`config.mk`:
```
export PLATFORM = sky130hd
export DESIGN_NAME = perf_state_request_arbiter_flat
export DESIGN_NICKNAME = d
export VERILOG_FILES = /design/src/hw/rtl/psra_pkg.sv /design/src/hw/rtl/psra_if.sv /design/src/hw/rtl/psra_ram.sv /design/src/hw/rtl/perf_state_request_arbiter.sv /design/src/flat_wrapper.sv
export SDC_FILE = /design/constraint.sdc
export NUM_CORES = 1
export LEC_CHECK = 0
export BUFFER_PORTS_ARGS = -buffer_cell sky130_fd_sc_hd__clkbuf_2
export CAP_MARGIN = 15
export CELL_PAD_IN_SITES_DETAIL_PLACEMENT = 1
export CELL_PAD_IN_SITES_GLOBAL_PLACEMENT = 2
export CORE_ASPECT_RATIO = 1.1
export CORE_UTILIZATION = 33
export DETAILED_ROUTE_END_ITERATION = 8
export PLACE_DENSITY_LB_ADDON = 0.1
export SLEW_MARGIN = 40
export SYNTH_ARGS = -nofsm -noshare
export SYNTH_HDL_FRONTEND = slang
export SYNTH_SLANG_ARGS = --single-unit
```
`constraint.sdc`:
```
create_clock -name clk -period 8.3 [get_ports clk]
set_input_delay 1.66 -clock clk [delete_from_list [all_inputs] [get_ports clk]]
set_output_delay 1.66 -clock clk [all_outputs]
set_load 0.03 [all_outputs]
```
`src/hw/rtl/psra_pkg.sv`:
```
`timescale 1ns / 1ps

package psra_pkg;

	// Fixed sizes of the arbiter.
	localparam int NUM_TARGETS  = 16;
	localparam int NUM_CONTROLS = 16;

	localparam int TGT_W      = (NUM_TARGETS > 1) ? $clog2(NUM_TARGETS) : 1;
	localparam int TARGET_W   = 4;
	localparam int IDX_W      = 4;
	localparam int TYPE_W     = 3;
	localparam int UTIL_W     = 11;
	localparam int MAP_W      = 16;
	localparam int CFG_IDX_W  = 3;
	localparam int CFG_DATA_W = 16;

	typedef logic [IDX_W-1:0]  idx_t;
	typedef logic [UTIL_W-1:0] util_t;
	typedef logic [TGT_W-1:0]  tgt_t;

	// Request type codes.
	localparam logic [TYPE_W-1:0] REQ_LIMIT     = 3'd0;
	localparam logic [TYPE_W-1:0] REQ_UNLIMIT   = 3'd1;
	localparam logic [TYPE_W-1:0] REQ_COMMIT    = 3'd2;
	localparam logic [TYPE_W-1:0] REQ_CLEAR_TGT = 3'd3;
	localparam logic [TYPE_W-1:0] REQ_CLEAR_ALL = 3'd4;

	// Configuration register indexes.
	localparam logic [CFG_IDX_W-1:0] CFG_UPPER_LIMIT = 3'd0;
	localparam logic [CFG_IDX_W-1:0] CFG_LOWER_LIMIT = 3'd1;
	localparam logic [CFG_IDX_W-1:0] CFG_THR_MAP     = 3'd2;
	localparam logic [CFG_IDX_W-1:0] CFG_KNOB_THR    = 3'd3;
	localparam logic [CFG_IDX_W-1:0] CFG_UTIL_THRESH = 3'd4;
	localparam logic [CFG_IDX_W-1:0] CFG_SUPPORTED   = 3'd5;

	typedef enum logic [2:0] {
		ST_IDLE,
		ST_LU_READ,
		ST_LU_DECIDE,
		ST_SCAN,
		ST_DRAIN,
		ST_C_DECIDE,
		ST_FINISH
	} state_t;

	// True when the control index exists on the device.
	function automatic logic ctrl_in_range(input idx_t i);
		return (int'(i) < NUM_CONTROLS);
	endfunction

endpackage

```
`src/hw/rtl/psra_if.sv`:
```
`timescale 1ns / 1ps

interface psra_req_if;
	import psra_pkg::*;

	logic                valid;
	logic                ready;
	logic [TYPE_W-1:0]   req_type;
	logic [TARGET_W-1:0] target;
	idx_t                current_index;
	util_t               utilization;

	modport source(output valid, req_type, target, current_index, utilization, input ready);
	modport sink(input valid, req_type, target, current_index, utilization, output ready);
endinterface

interface psra_res_if;
	import psra_pkg::*;

	logic valid;
	logic ready;
	logic done_res;
	logic set_control;
	idx_t control_index;

	modport source(output valid, done_res, set_control, control_index, input ready);
	modport sink(input valid, done_res, set_control, control_index, output ready);
endinterface

```
`src/hw/rtl/psra_ram.sv`:
```
`timescale 1ns / 1ps

module psra_ram #(
	parameter int WIDTH = 4,
	parameter int DEPTH = 16
) (
	input  logic                                          clk,
	input  logic                                          we,
	input  logic [((DEPTH > 1) ? $clog2(DEPTH) : 1)-1:0] waddr,
	input  logic [WIDTH-1:0]                              wdata,
	input  logic                                          re,
	input  logic [((DEPTH > 1) ? $clog2(DEPTH) : 1)-1:0] raddr,
	output logic [WIDTH-1:0]                              rdata
);

	logic [WIDTH-1:0] mem [DEPTH];

	always_ff @(posedge clk) begin
		if (we) begin
			mem[waddr] <= wdata;
		end
		if (re) begin
			rdata <= mem[raddr];
		end
	end

endmodule

```
`src/hw/rtl/perf_state_request_arbiter.sv`:
```
`timescale 1ns / 1ps

// Performance-state request arbiter for one P-state or T-state knob. Each of the
// sixteen targets may hold one requested control index (smaller index means more
// performance); the levels live in a small RAM and a flip-flop valid bit per target
// marks which ones are live, so reset clears all requests at once. Items arrive as
// beats on the req channel and every item yields exactly one result beat on rsp.
// The block takes one item at a time and is not ready until that item's result is
// in the output register; the output register lets it take the next item while the
// previous result still waits. Timing is set by the single read port of the level
// RAM: a commit walks all sixteen slots one per cycle through a shared compare unit,
// then drains the last RAM read in a drain state and does the clamping and the P/T
// transition rules in a decide state before the next accept. Limit and unlimit read
// their own slot and then decide; clears, refused requests and unused request types
// go straight to a finish state. A stalled result port stretches any of these until
// the output register is free. Configuration writes on the cfg port take effect at
// the next clock edge and are meant for idle time.
module perf_state_request_arbiter (
	input  logic                                clk,
	input  logic                                arst_n,
	input  logic                                cfg_we,
	input  logic [psra_pkg::CFG_IDX_W-1:0]      cfg_index,
	input  logic [psra_pkg::CFG_DATA_W-1:0]     cfg_data,
	psra_req_if.sink                            req,
	psra_res_if.source                          rsp
);
	import psra_pkg::*;

	// Configuration registers.
	idx_t             upper_q;
	idx_t             lower_q;
	logic [MAP_W-1:0] thr_map_q;
	logic             knob_thr_q;
	util_t            thresh_q;
	logic             supported_q;

	// Item being worked on.
	state_t            state_q, state_d;
	logic [TYPE_W-1:0] type_q;
	logic [TARGET_W-1:0] tgt_q;
	idx_t              cur_q;
	util_t             util_q;

	// Request store: valid bits in flops, levels in RAM.
	logic [NUM_TARGETS-1:0] valid_q;
	logic                   ram_we;
	logic                   ram_re;
	tgt_t                   ram_raddr;
	idx_t                   ram_rdata;

	// Commit scan.
	tgt_t cnt_q;
	logic pipe_vld_s1;
	tgt_t pipe_idx_s1;
	logic any_q;
	idx_t max_q;

	// Result register.
	logic res_valid_q;
	logic res_done_q;
	logic res_set_q;
	idx_t res_idx_q;

	logic accept;
	logic out_free;
	logic res_load;
	logic res_done_d;
	logic res_set_d;
	idx_t res_idx_d;
	logic tgt_ok;
	tgt_t tgt_i;

	// Limit/unlimit decision.
	idx_t eff_lvl;
	idx_t lu_c;
	idx_t lu_nxt;
	logic lu_step_ok;
	logic lu_ok;

	// Commit decision.
	idx_t cand;
	idx_t clamp_lo;
	idx_t c_nxt;
	logic cur_thr;
	logic nxt_thr;
	logic util_ok;
	logic trans_ok;
	logic c_ok;

	assign accept   = req.valid && req.ready;
	assign out_free = !res_valid_q || rsp.ready;
	assign tgt_ok   = (int'(tgt_q) < NUM_TARGETS);
	assign tgt_i    = TGT_W'(tgt_q);

	// ---------------------------------------------------------------------
	// Configuration port. Writes to indexes beyond the register list are dropped.
	// ---------------------------------------------------------------------
	always_ff @(posedge clk or negedge arst_n) begin
		if (!arst_n) begin
			upper_q     <= '0;
			lower_q     <= IDX_W'(15);
			thr_map_q   <= '0;
			knob_thr_q  <= 1'b0;
			thresh_q    <= '0;
			supported_q <= 1'b1;
		end else if (cfg_we) begin
			unique case (cfg_index)
				CFG_UPPER_LIMIT: upper_q     <= cfg_data[IDX_W-1:0];
				CFG_LOWER_LIMIT: lower_q     <= cfg_data[IDX_W-1:0];
				CFG_THR_MAP:     thr_map_q   <= cfg_data[MAP_W-1:0];
				CFG_KNOB_THR:    knob_thr_q  <= cfg_data[0];
				CFG_UTIL_THRESH: thresh_q    <= cfg_data[UTIL_W-1:0];
				CFG_SUPPORTED:   supported_q <= cfg_data[0];
				default: ;
			endcase
		end
	end

	// ---------------------------------------------------------------------
	// Limit and unlimit: the target's effective request moves one step, but
	// only inside the bounds and only onto a control of this knob's kind.
	// ---------------------------------------------------------------------
	always_comb begin
		eff_lvl    = valid_q[tgt_i] ? ram_rdata : upper_q;
		lu_c       = eff_lvl;
		lu_nxt     = eff_lvl;
		lu_step_ok = 1'b0;
		if (type_q == REQ_LIMIT) begin
			if (lu_c < upper_q) begin
				lu_c = upper_q;
			end
			lu_step_ok = (lu_c < lower_q);
			lu_nxt     = lu_c + IDX_W'(1);
		end else begin
			if (lu_c > lower_q) begin
				lu_c = lower_q;
			end
			lu_step_ok = (lu_c > upper_q);
			lu_nxt     = lu_c - IDX_W'(1);
		end
		lu_ok = lu_step_ok && ctrl_in_range(lu_nxt) && (thr_map_q[lu_nxt] == knob_thr_q);
	end

	// ---------------------------------------------------------------------
	// Commit: clamp the scanned maximum (or the current index) and apply the
	// P/T transition rules.
	// ---------------------------------------------------------------------
	always_comb begin
		cand     = any_q ? max_q : cur_q;
		clamp_lo = (cand > lower_q) ? lower_q : cand;
		c_nxt    = (clamp_lo < upper_q) ? upper_q : clamp_lo;
		cur_thr  = thr_map_q[cur_q];
		nxt_thr  = thr_map_q[c_nxt];
		util_ok  = (util_q >= thresh_q);
		case ({cur_thr, nxt_thr})
			2'b00:   trans_ok = !knob_thr_q;
			2'b01:   trans_ok = !knob_thr_q && util_ok;
			2'b11:   trans_ok = knob_thr_q && ((c_nxt > cur_q) ? util_ok : 1'b1);
			default: trans_ok = knob_thr_q;
		endcase
		c_ok = (c_nxt != cur_q) && ctrl_in_range(cur_q) && ctrl_in_range(c_nxt) && trans_ok;
	end

	// ---------------------------------------------------------------------
	// Sequencer.
	// ---------------------------------------------------------------------
	always_ff @(posedge clk or negedge arst_n) begin
		if (!arst_n) begin
			state_q <= ST_IDLE;
		end else begin
			state_q <= state_d;
		end
	end

	always_comb begin
		state_d    = state_q;
		req.ready  = 1'b0;
		ram_re     = 1'b0;
		ram_raddr  = tgt_i;
		ram_we     = 1'b0;
		res_load   = 1'b0;
		res_done_d = 1'b0;
		res_set_d  = 1'b0;
		res_idx_d  = '0;
		unique case (state_q)
			ST_IDLE: begin
				req.ready = 1'b1;
				if (req.valid) begin
					if ((req.req_type == REQ_LIMIT || req.req_type == REQ_UNLIMIT) &&
					    supported_q && (int'(req.target) < NUM_TARGETS)) begin
						state_d = ST_LU_READ;
					end else if (req.req_type == REQ_COMMIT && supported_q) begin
						state_d = ST_SCAN;
					end else begin
						state_d = ST_FINISH;
					end
				end
			end
			ST_LU_READ: begin
				ram_re  = 1'b1;
				state_d = ST_LU_DECIDE;
			end
			ST_LU_DECIDE: begin
				if (out_free) begin
					res_load   = 1'b1;
					ram_we     = lu_ok;
					res_done_d = lu_ok;
					res_idx_d  = lu_ok ? lu_nxt : '0;
					state_d    = ST_IDLE;
				end
			end
			ST_SCAN: begin
				ram_re    = 1'b1;
				ram_raddr = cnt_q;
				if (int'(cnt_q) == NUM_TARGETS - 1) begin
					state_d = ST_DRAIN;
				end
			end
			ST_DRAIN: begin
				state_d = ST_C_DECIDE;
			end
			ST_C_DECIDE: begin
				if (out_free) begin
					res_load   = 1'b1;
					res_done_d = c_ok;
					res_set_d  = c_ok;
					res_idx_d  = c_ok ? c_nxt : '0;
					state_d    = ST_IDLE;
				end
			end
			ST_FINISH: begin
				if (out_free) begin
					res_load = 1'b1;
					state_d  = ST_IDLE;
				end
			end
			default: state_d = ST_IDLE;
		endcase
	end

	// Item capture; payload needs no reset.
	always_ff @(posedge clk) begin
		if (accept) begin
			type_q <= req.req_type;
			tgt_q  <= req.target;
			cur_q  <= req.current_index;
			util_q <= req.utilization;
		end
	end

	// Valid bits: clears act as the item is accepted, a successful limit or
	// unlimit marks its target as it writes the level.
	always_ff @(posedge clk or negedge arst_n) begin
		if (!arst_n) begin
			valid_q <= '0;
		end else if (accept && req.req_type == REQ_CLEAR_ALL) begin
			valid_q <= '0;
		end else if (accept && req.req_type == REQ_CLEAR_TGT &&
		             (int'(req.target) < NUM_TARGETS)) begin
			valid_q[TGT_W'(req.target)] <= 1'b0;
		end else if (ram_we && tgt_ok) begin
			valid_q[tgt_i] <= 1'b1;
		end
	end

	psra_ram #(
		.WIDTH(IDX_W),
		.DEPTH(NUM_TARGETS)
	) u_level_ram (
		.clk  (clk),
		.we   (ram_we),
		.waddr(tgt_i),
		.wdata(lu_nxt),
		.re   (ram_re),
		.raddr(ram_raddr),
		.rdata(ram_rdata)
	);

	// ---------------------------------------------------------------------
	// Commit scan: one slot address per cycle, the compare unit folds the
	// returned level into the running maximum in the cycle after.
	// ---------------------------------------------------------------------
	always_ff @(posedge clk or negedge arst_n) begin
		if (!arst_n) begin
			cnt_q       <= '0;
			pipe_vld_s1 <= 1'b0;
			any_q       <= 1'b0;
		end else begin
			pipe_vld_s1 <= (state_q == ST_SCAN);
			if (accept) begin
				cnt_q <= '0;
				any_q <= 1'b0;
			end else begin
				if (state_q == ST_SCAN) begin
					cnt_q <= cnt_q + TGT_W'(1);
				end
				if (pipe_vld_s1 && valid_q[pipe_idx_s1]) begin
					any_q <= 1'b1;
				end
			end
		end
	end

	always_ff @(posedge clk) begin
		pipe_idx_s1 <= cnt_q;
		if (accept) begin
			max_q <= '0;
		end else if (pipe_vld_s1 && valid_q[pipe_idx_s1] && (ram_rdata > max_q)) begin
			max_q <= ram_rdata;
		end
	end

	// ---------------------------------------------------------------------
	// Result register.
	// ---------------------------------------------------------------------
	always_ff @(posedge clk or negedge arst_n) begin
		if (!arst_n) begin
			res_valid_q <= 1'b0;
		end else if (res_load) begin
			res_valid_q <= 1'b1;
		end else if (rsp.ready) begin
			res_valid_q <= 1'b0;
		end
	end

	always_ff @(posedge clk) begin
		if (res_load) begin
			res_done_q <= res_done_d;
			res_set_q  <= res_set_d;
			res_idx_q  <= res_idx_d;
		end
	end

	assign rsp.valid         = res_valid_q;
	assign rsp.done_res      = res_done_q;
	assign rsp.set_control   = res_set_q;
	assign rsp.control_index = res_idx_q;

	// ---------------------------------------------------------------------
	// Assertions.
	// ---------------------------------------------------------------------

	// A refused or plain item must come out all zero.
	a_refused_zero: assert property (@(posedge clk) disable iff (!arst_n)
		(rsp.valid && !rsp.done_res) |-> (!rsp.set_control && rsp.control_index == '0))
		else $error("refused result carries a nonzero set or index");

	// The last scanned level has been folded in before the commit decides.
	a_scan_drained: assert property (@(posedge clk) disable iff (!arst_n)
		(state_q == ST_C_DECIDE) |-> !pipe_vld_s1)
		else $error("commit decided with a scan read still in flight");

	// Clear-all leaves no request behind.
	a_clear_all: assert property (@(posedge clk) disable iff (!arst_n)
		(accept && req.req_type == REQ_CLEAR_ALL) |=> (valid_q == '0))
		else $error("request left valid after clear-all");

endmodule

```
`src/flat_wrapper.sv`:
```
// flat-port wrapper written by rule: the top's interface ports become plain ports
module perf_state_request_arbiter_flat import psra_pkg::*;
  (clk, arst_n, cfg_we, cfg_index, cfg_data, req_valid, req_req_type, req_target, req_current_index, req_utilization, req_ready, rsp_valid, rsp_done_res, rsp_set_control, rsp_control_index, rsp_ready);
  psra_req_if req_i ();
  psra_res_if rsp_i ();
  input  logic clk;
  input  logic arst_n;
  input  logic cfg_we;
  input  logic [psra_pkg::CFG_IDX_W-1:0] cfg_index;
  input  logic [psra_pkg::CFG_DATA_W-1:0] cfg_data;
  input wire logic [$bits(req_i.valid)-1:0] req_valid;
  input wire logic [$bits(req_i.req_type)-1:0] req_req_type;
  input wire logic [$bits(req_i.target)-1:0] req_target;
  input wire logic [$bits(req_i.current_index)-1:0] req_current_index;
  input wire logic [$bits(req_i.utilization)-1:0] req_utilization;
  output wire logic [$bits(req_i.ready)-1:0] req_ready;
  output wire logic [$bits(rsp_i.valid)-1:0] rsp_valid;
  output wire logic [$bits(rsp_i.done_res)-1:0] rsp_done_res;
  output wire logic [$bits(rsp_i.set_control)-1:0] rsp_set_control;
  output wire logic [$bits(rsp_i.control_index)-1:0] rsp_control_index;
  input wire logic [$bits(rsp_i.ready)-1:0] rsp_ready;
  assign req_i.valid = req_valid;
  assign req_i.req_type = req_req_type;
  assign req_i.target = req_target;
  assign req_i.current_index = req_current_index;
  assign req_i.utilization = req_utilization;
  assign req_ready = req_i.ready;
  assign rsp_valid = rsp_i.valid;
  assign rsp_done_res = rsp_i.done_res;
  assign rsp_set_control = rsp_i.set_control;
  assign rsp_control_index = rsp_i.control_index;
  assign rsp_i.ready = rsp_ready;
  perf_state_request_arbiter u_core (.clk(clk), .arst_n(arst_n), .cfg_we(cfg_we), .cfg_index(cfg_index), .cfg_data(cfg_data), .req(req_i), .rsp(rsp_i));
endmodule
```
==> impl_results.md <==
- Crit path max fanout: 24
- Largest net degree at the start of global routing: 64
- Outcome: completed
- Root Driver: clkbuf_16
- N_diodes: 0
- Yosys warnings: 0
- Register area share after synthesis: 0.514
- R2R cell count: 22
- Synthesized area: 0.00900 sq mm
- Min-delay src: u_core.cnt_q[1]
- Setup ws final: 1.48 ns
- Setup TNS: 0 ns
- Net Sw Frac: 0.421
- Flop pwr share: 0.347
- #FFs+latches synth: 167
- Setup CP Type: flop to flop
- RSZ-0062 raised after global routing: false
- Area delta synth->final: 14.8%
- DR iter-0 viols: 363
- CTS Hold Bufs: 0
- Yosys cell types: 64
- Dpl hpwl: 20000 microns
- FP Rows: 63
- GPL Wtd Cong: 0.830
- Synth Area in Compound Gates: 0.128
- Cells after Synth: 757
- Fin Clk Skew: 0.0105 ns
- CTS tree: built
- Class of the worst hold path: flop to flop
- Worst r2r src: u_core.tgt_i[0]
- Lkg Pwr: 3.96 nW
- Routed met3 length: 980 microns
- I/O Buffers: 53
- DRT antenna net count: 0
- Power per cell area: 365 mW/mm^2
- Required @ worst endpoint: 8.38 ns
- Fin. max-slew vios: 0
- Syn nets: 847
- # setup viols final: 0
- Via count: 6416
- Met1 wire length: 12400 microns
- Nature of the critical path endpoint: flop
- First-pass GRT wire length: 41200 microns
- Clock sinks: 167
- Clk pwr share: 0.217
- Layout Nets: 902
- Post-CTS setup buffers: 0
- Initial core utilization: 0.335
- Period minus WS final: 6.82 ns
- Final global-route overflow total: 0
- Min-Delay Endpoint: u_core.pipe_idx_s1[1]
- EDFF count, synth: 96
- Critical Path Start Type: flop
- I/O pins: 54
- CP arrival: 6.90 ns
- Most frequent cells in the layout: edfxtp_1 (96), dfrtp_1 (58), o21ai_0 (55)
- Worst skew pair latency: 0.44 ns
- Post-synthesis mux area share: 0.148
- Initial antenna violation count: 0
- P_int: 2.19 mW
- Core ar.: 0.0269 sq mm
- Metal2 WL: 12400 microns
- Fraction of final layout cells with drive strength greater than 1: 0.223
- DR top layer: met4
- Psw: 1.59 mW
- Post-Synth XOR/XNOR Area: 0.00876
- Die X: 159 microns
- # H-tree levels: 4
- Drc violations: 0
- Chip height: 175 microns
- Fin crit share: 0.821
- Slew margin rel.: 0.467
- Resize count post-CTS: 0
- Worst-path clk slew: 0.08 ns
- Drt wl/cell: 22.2 microns
- CTS Buf Count: 17
- Reg2reg setup slack: 1.48 ns
- Pre-CTS setup slack: 1.37 ns
- Most common cell after layout, fill and taps aside: edfxtp_1
- Max Fclk: 0.147 GHz
- FF-to-FF End: u_core.u_level_ram.mem[11][0]
- VDD IR-drop max: 0.000183 V
- Tot GR Track Use: 0.199
- Post-synth top flop: edfxtp_1
- Main combinational cell family by area after synthesis: multiplexers
- Pin slew with the least headroom to its limit: 0.798 ns
- Comb power frac: 0.435
- Synth Area in Simple Gates: 0.107
- Worst Hold Depth: 0
- Vias/cell: 5.43
- Vias in the first global route: 6833
- Number of max-cap violations: 0
- Asr flop ratio synth: 0.377
- Syn avg cell area: 11.9 sq um
- Post-Route WL: 26200 microns
- Final Hold Fails: 0
- Synth Area in Adders: 0.0612
- Clk buf depth: 2
- DR pass1 iterations: 5
- Die ar.: 0.0279 sq mm
## Yosys cell counts, types with 11 or more instances
cell type / count / area, sq um
nand2_1: 51 / 191
nor2b_1: 18 / 113
mux2_2: 32 / 360
inv_1: 43 / 161
o21ai_1: 18 / 90.1
o21ai_0: 55 / 275
dfrtp_1: 58 / 1450
nor2_1: 38 / 143
mux2i_1: 28 / 280
a21oi_1: 33 / 165
ha_1: 44 / 551
nand2b_1: 11 / 68.8
o211ai_1: 11 / 82.6
nor3_1: 26 / 130
nand4_1: 12 / 75.1
clkbuf_1: 19 / 71.3
mux4_2: 29 / 653
edfxtp_1: 96 / 2880
## worst max-delay path, cell delays in order (launching register included)
cell      delay, ns
edfxtp_1       0.71
mux4_2         0.60
o22ai_2        0.23
o22a_2         0.26
mux2i_1        0.38
inv_1          0.14
ha_1           0.31
o21ai_0        0.10
a211oi_1       0.44
or2_2          0.22
a21boi_0       0.10
or2_2          0.31
ha_1           0.28
nor2_1         0.05
a21oi_2        0.11
buf_4          0.32
mux2i_1        0.16
a211oi_1       0.27
mux2i_1        0.12
a32o_1         0.25
a22oi_4        0.27
xnor2_2        0.24
nor3_1         0.58
## power groups by stage
| stage | clock network [mW] | registers, mW | logic [mW] |
|---|---|---|---|
| 3_3_place_gp | 0 | 1.33 | 1.58 |
| 6_report | 0.821 | 1.31 | 1.64 |
| 3_5_place_dp | 0 | 1.33 | 1.65 |
| 2_1_floorplan | 0 | 1.25 | 1.17 |
| 4_1_cts | 0.845 | 1.31 | 1.66 |
| 5_1_grt | 0.873 | 1.33 | 1.82 |
## cells by family after synthesis
group / after synthesis
AOI/OAI and AO/OA: 181
xor gates and xnor gates: 9
adders and majority gates: 44
buffers and inverters: 72
DFF: 167
muxes: 91
and+or+nand+nor: 193
## metal layers
layer / vias to the layer above / track usage
met2: 136 / 0.323
met3: 29 / 0.0339
met1: 3274 / 0.271
li1: 2977 / -
met4: 0 / 0.0633
met5: - / 0
## final cells by class
type / count / area [sq um]
clock buffer: 17 / 425
clock inverter: 15 / 186
fill: 2857 / 16500
inverter: 44 / 165
multi-input combinational: 518 / 4120
sequential: 167 / 4630
tap: 357 / 447
timing repair buffer: 64 / 362
## how the worst max path moves through the flow
stage,to,depth (start not counted),slack [ns],start
2_1_floorplan,u_core.u_level_ram.mem[10][0],23,2.25,u_core.tgt_i[0]
3_3_place_gp,u_core.u_level_ram.mem[7][0],22,1.65,u_core.tgt_i[0]
3_5_place_dp,u_core.u_level_ram.mem[13][2],22,1.37,u_core.tgt_i[0]
4_1_cts,u_core.u_level_ram.mem[13][1],22,1.33,u_core.tgt_i[0]
5_1_grt,u_core.u_level_ram.mem[7][3],22,0.97,u_core.tgt_i[0]
6_report,u_core.u_level_ram.mem[11][0],22,1.48,u_core.tgt_i[0]
## state kept, by name, summed over array words and instances, names as in the netlist, 3 cells and up
| name | cells |
|---|---|
| u_core.thresh_q | 11 |
| u_core.type_q | 3 |
| u_core.valid_q | 16 |
| u_core.rsp.control_index | 4 |
| u_core.u_level_ram.mem | 64 |
| u_core.cnt_q | 4 |
| u_core.state_q | 3 |
| u_core.max_q | 4 |
| u_core.cur_q | 4 |
| u_core.tgt_i | 4 |
| u_core.util_q | 11 |
| u_core.lower_q | 4 |
| u_core.pipe_idx_s1 | 4 |
| u_core.u_level_ram.rdata | 4 |
| u_core.thr_map_q | 16 |
| u_core.upper_q | 4 |
## per-stage QoR
stage	power (mW)	area, sq um	util	hold slack (ns)	cells
floorplan	2.42	9000	-	0.405	757
global placement	2.91	9650	0.359	0.441	1147
detailed placement	2.98	9680	0.360	0.464	1147
CTS	3.82	10300	0.383	0.481	1179
global route	4.03	10300	0.384	0.513	1182
finish	3.78	10300	0.384	0.491	1182
Power figures use the tool's default switching activity.
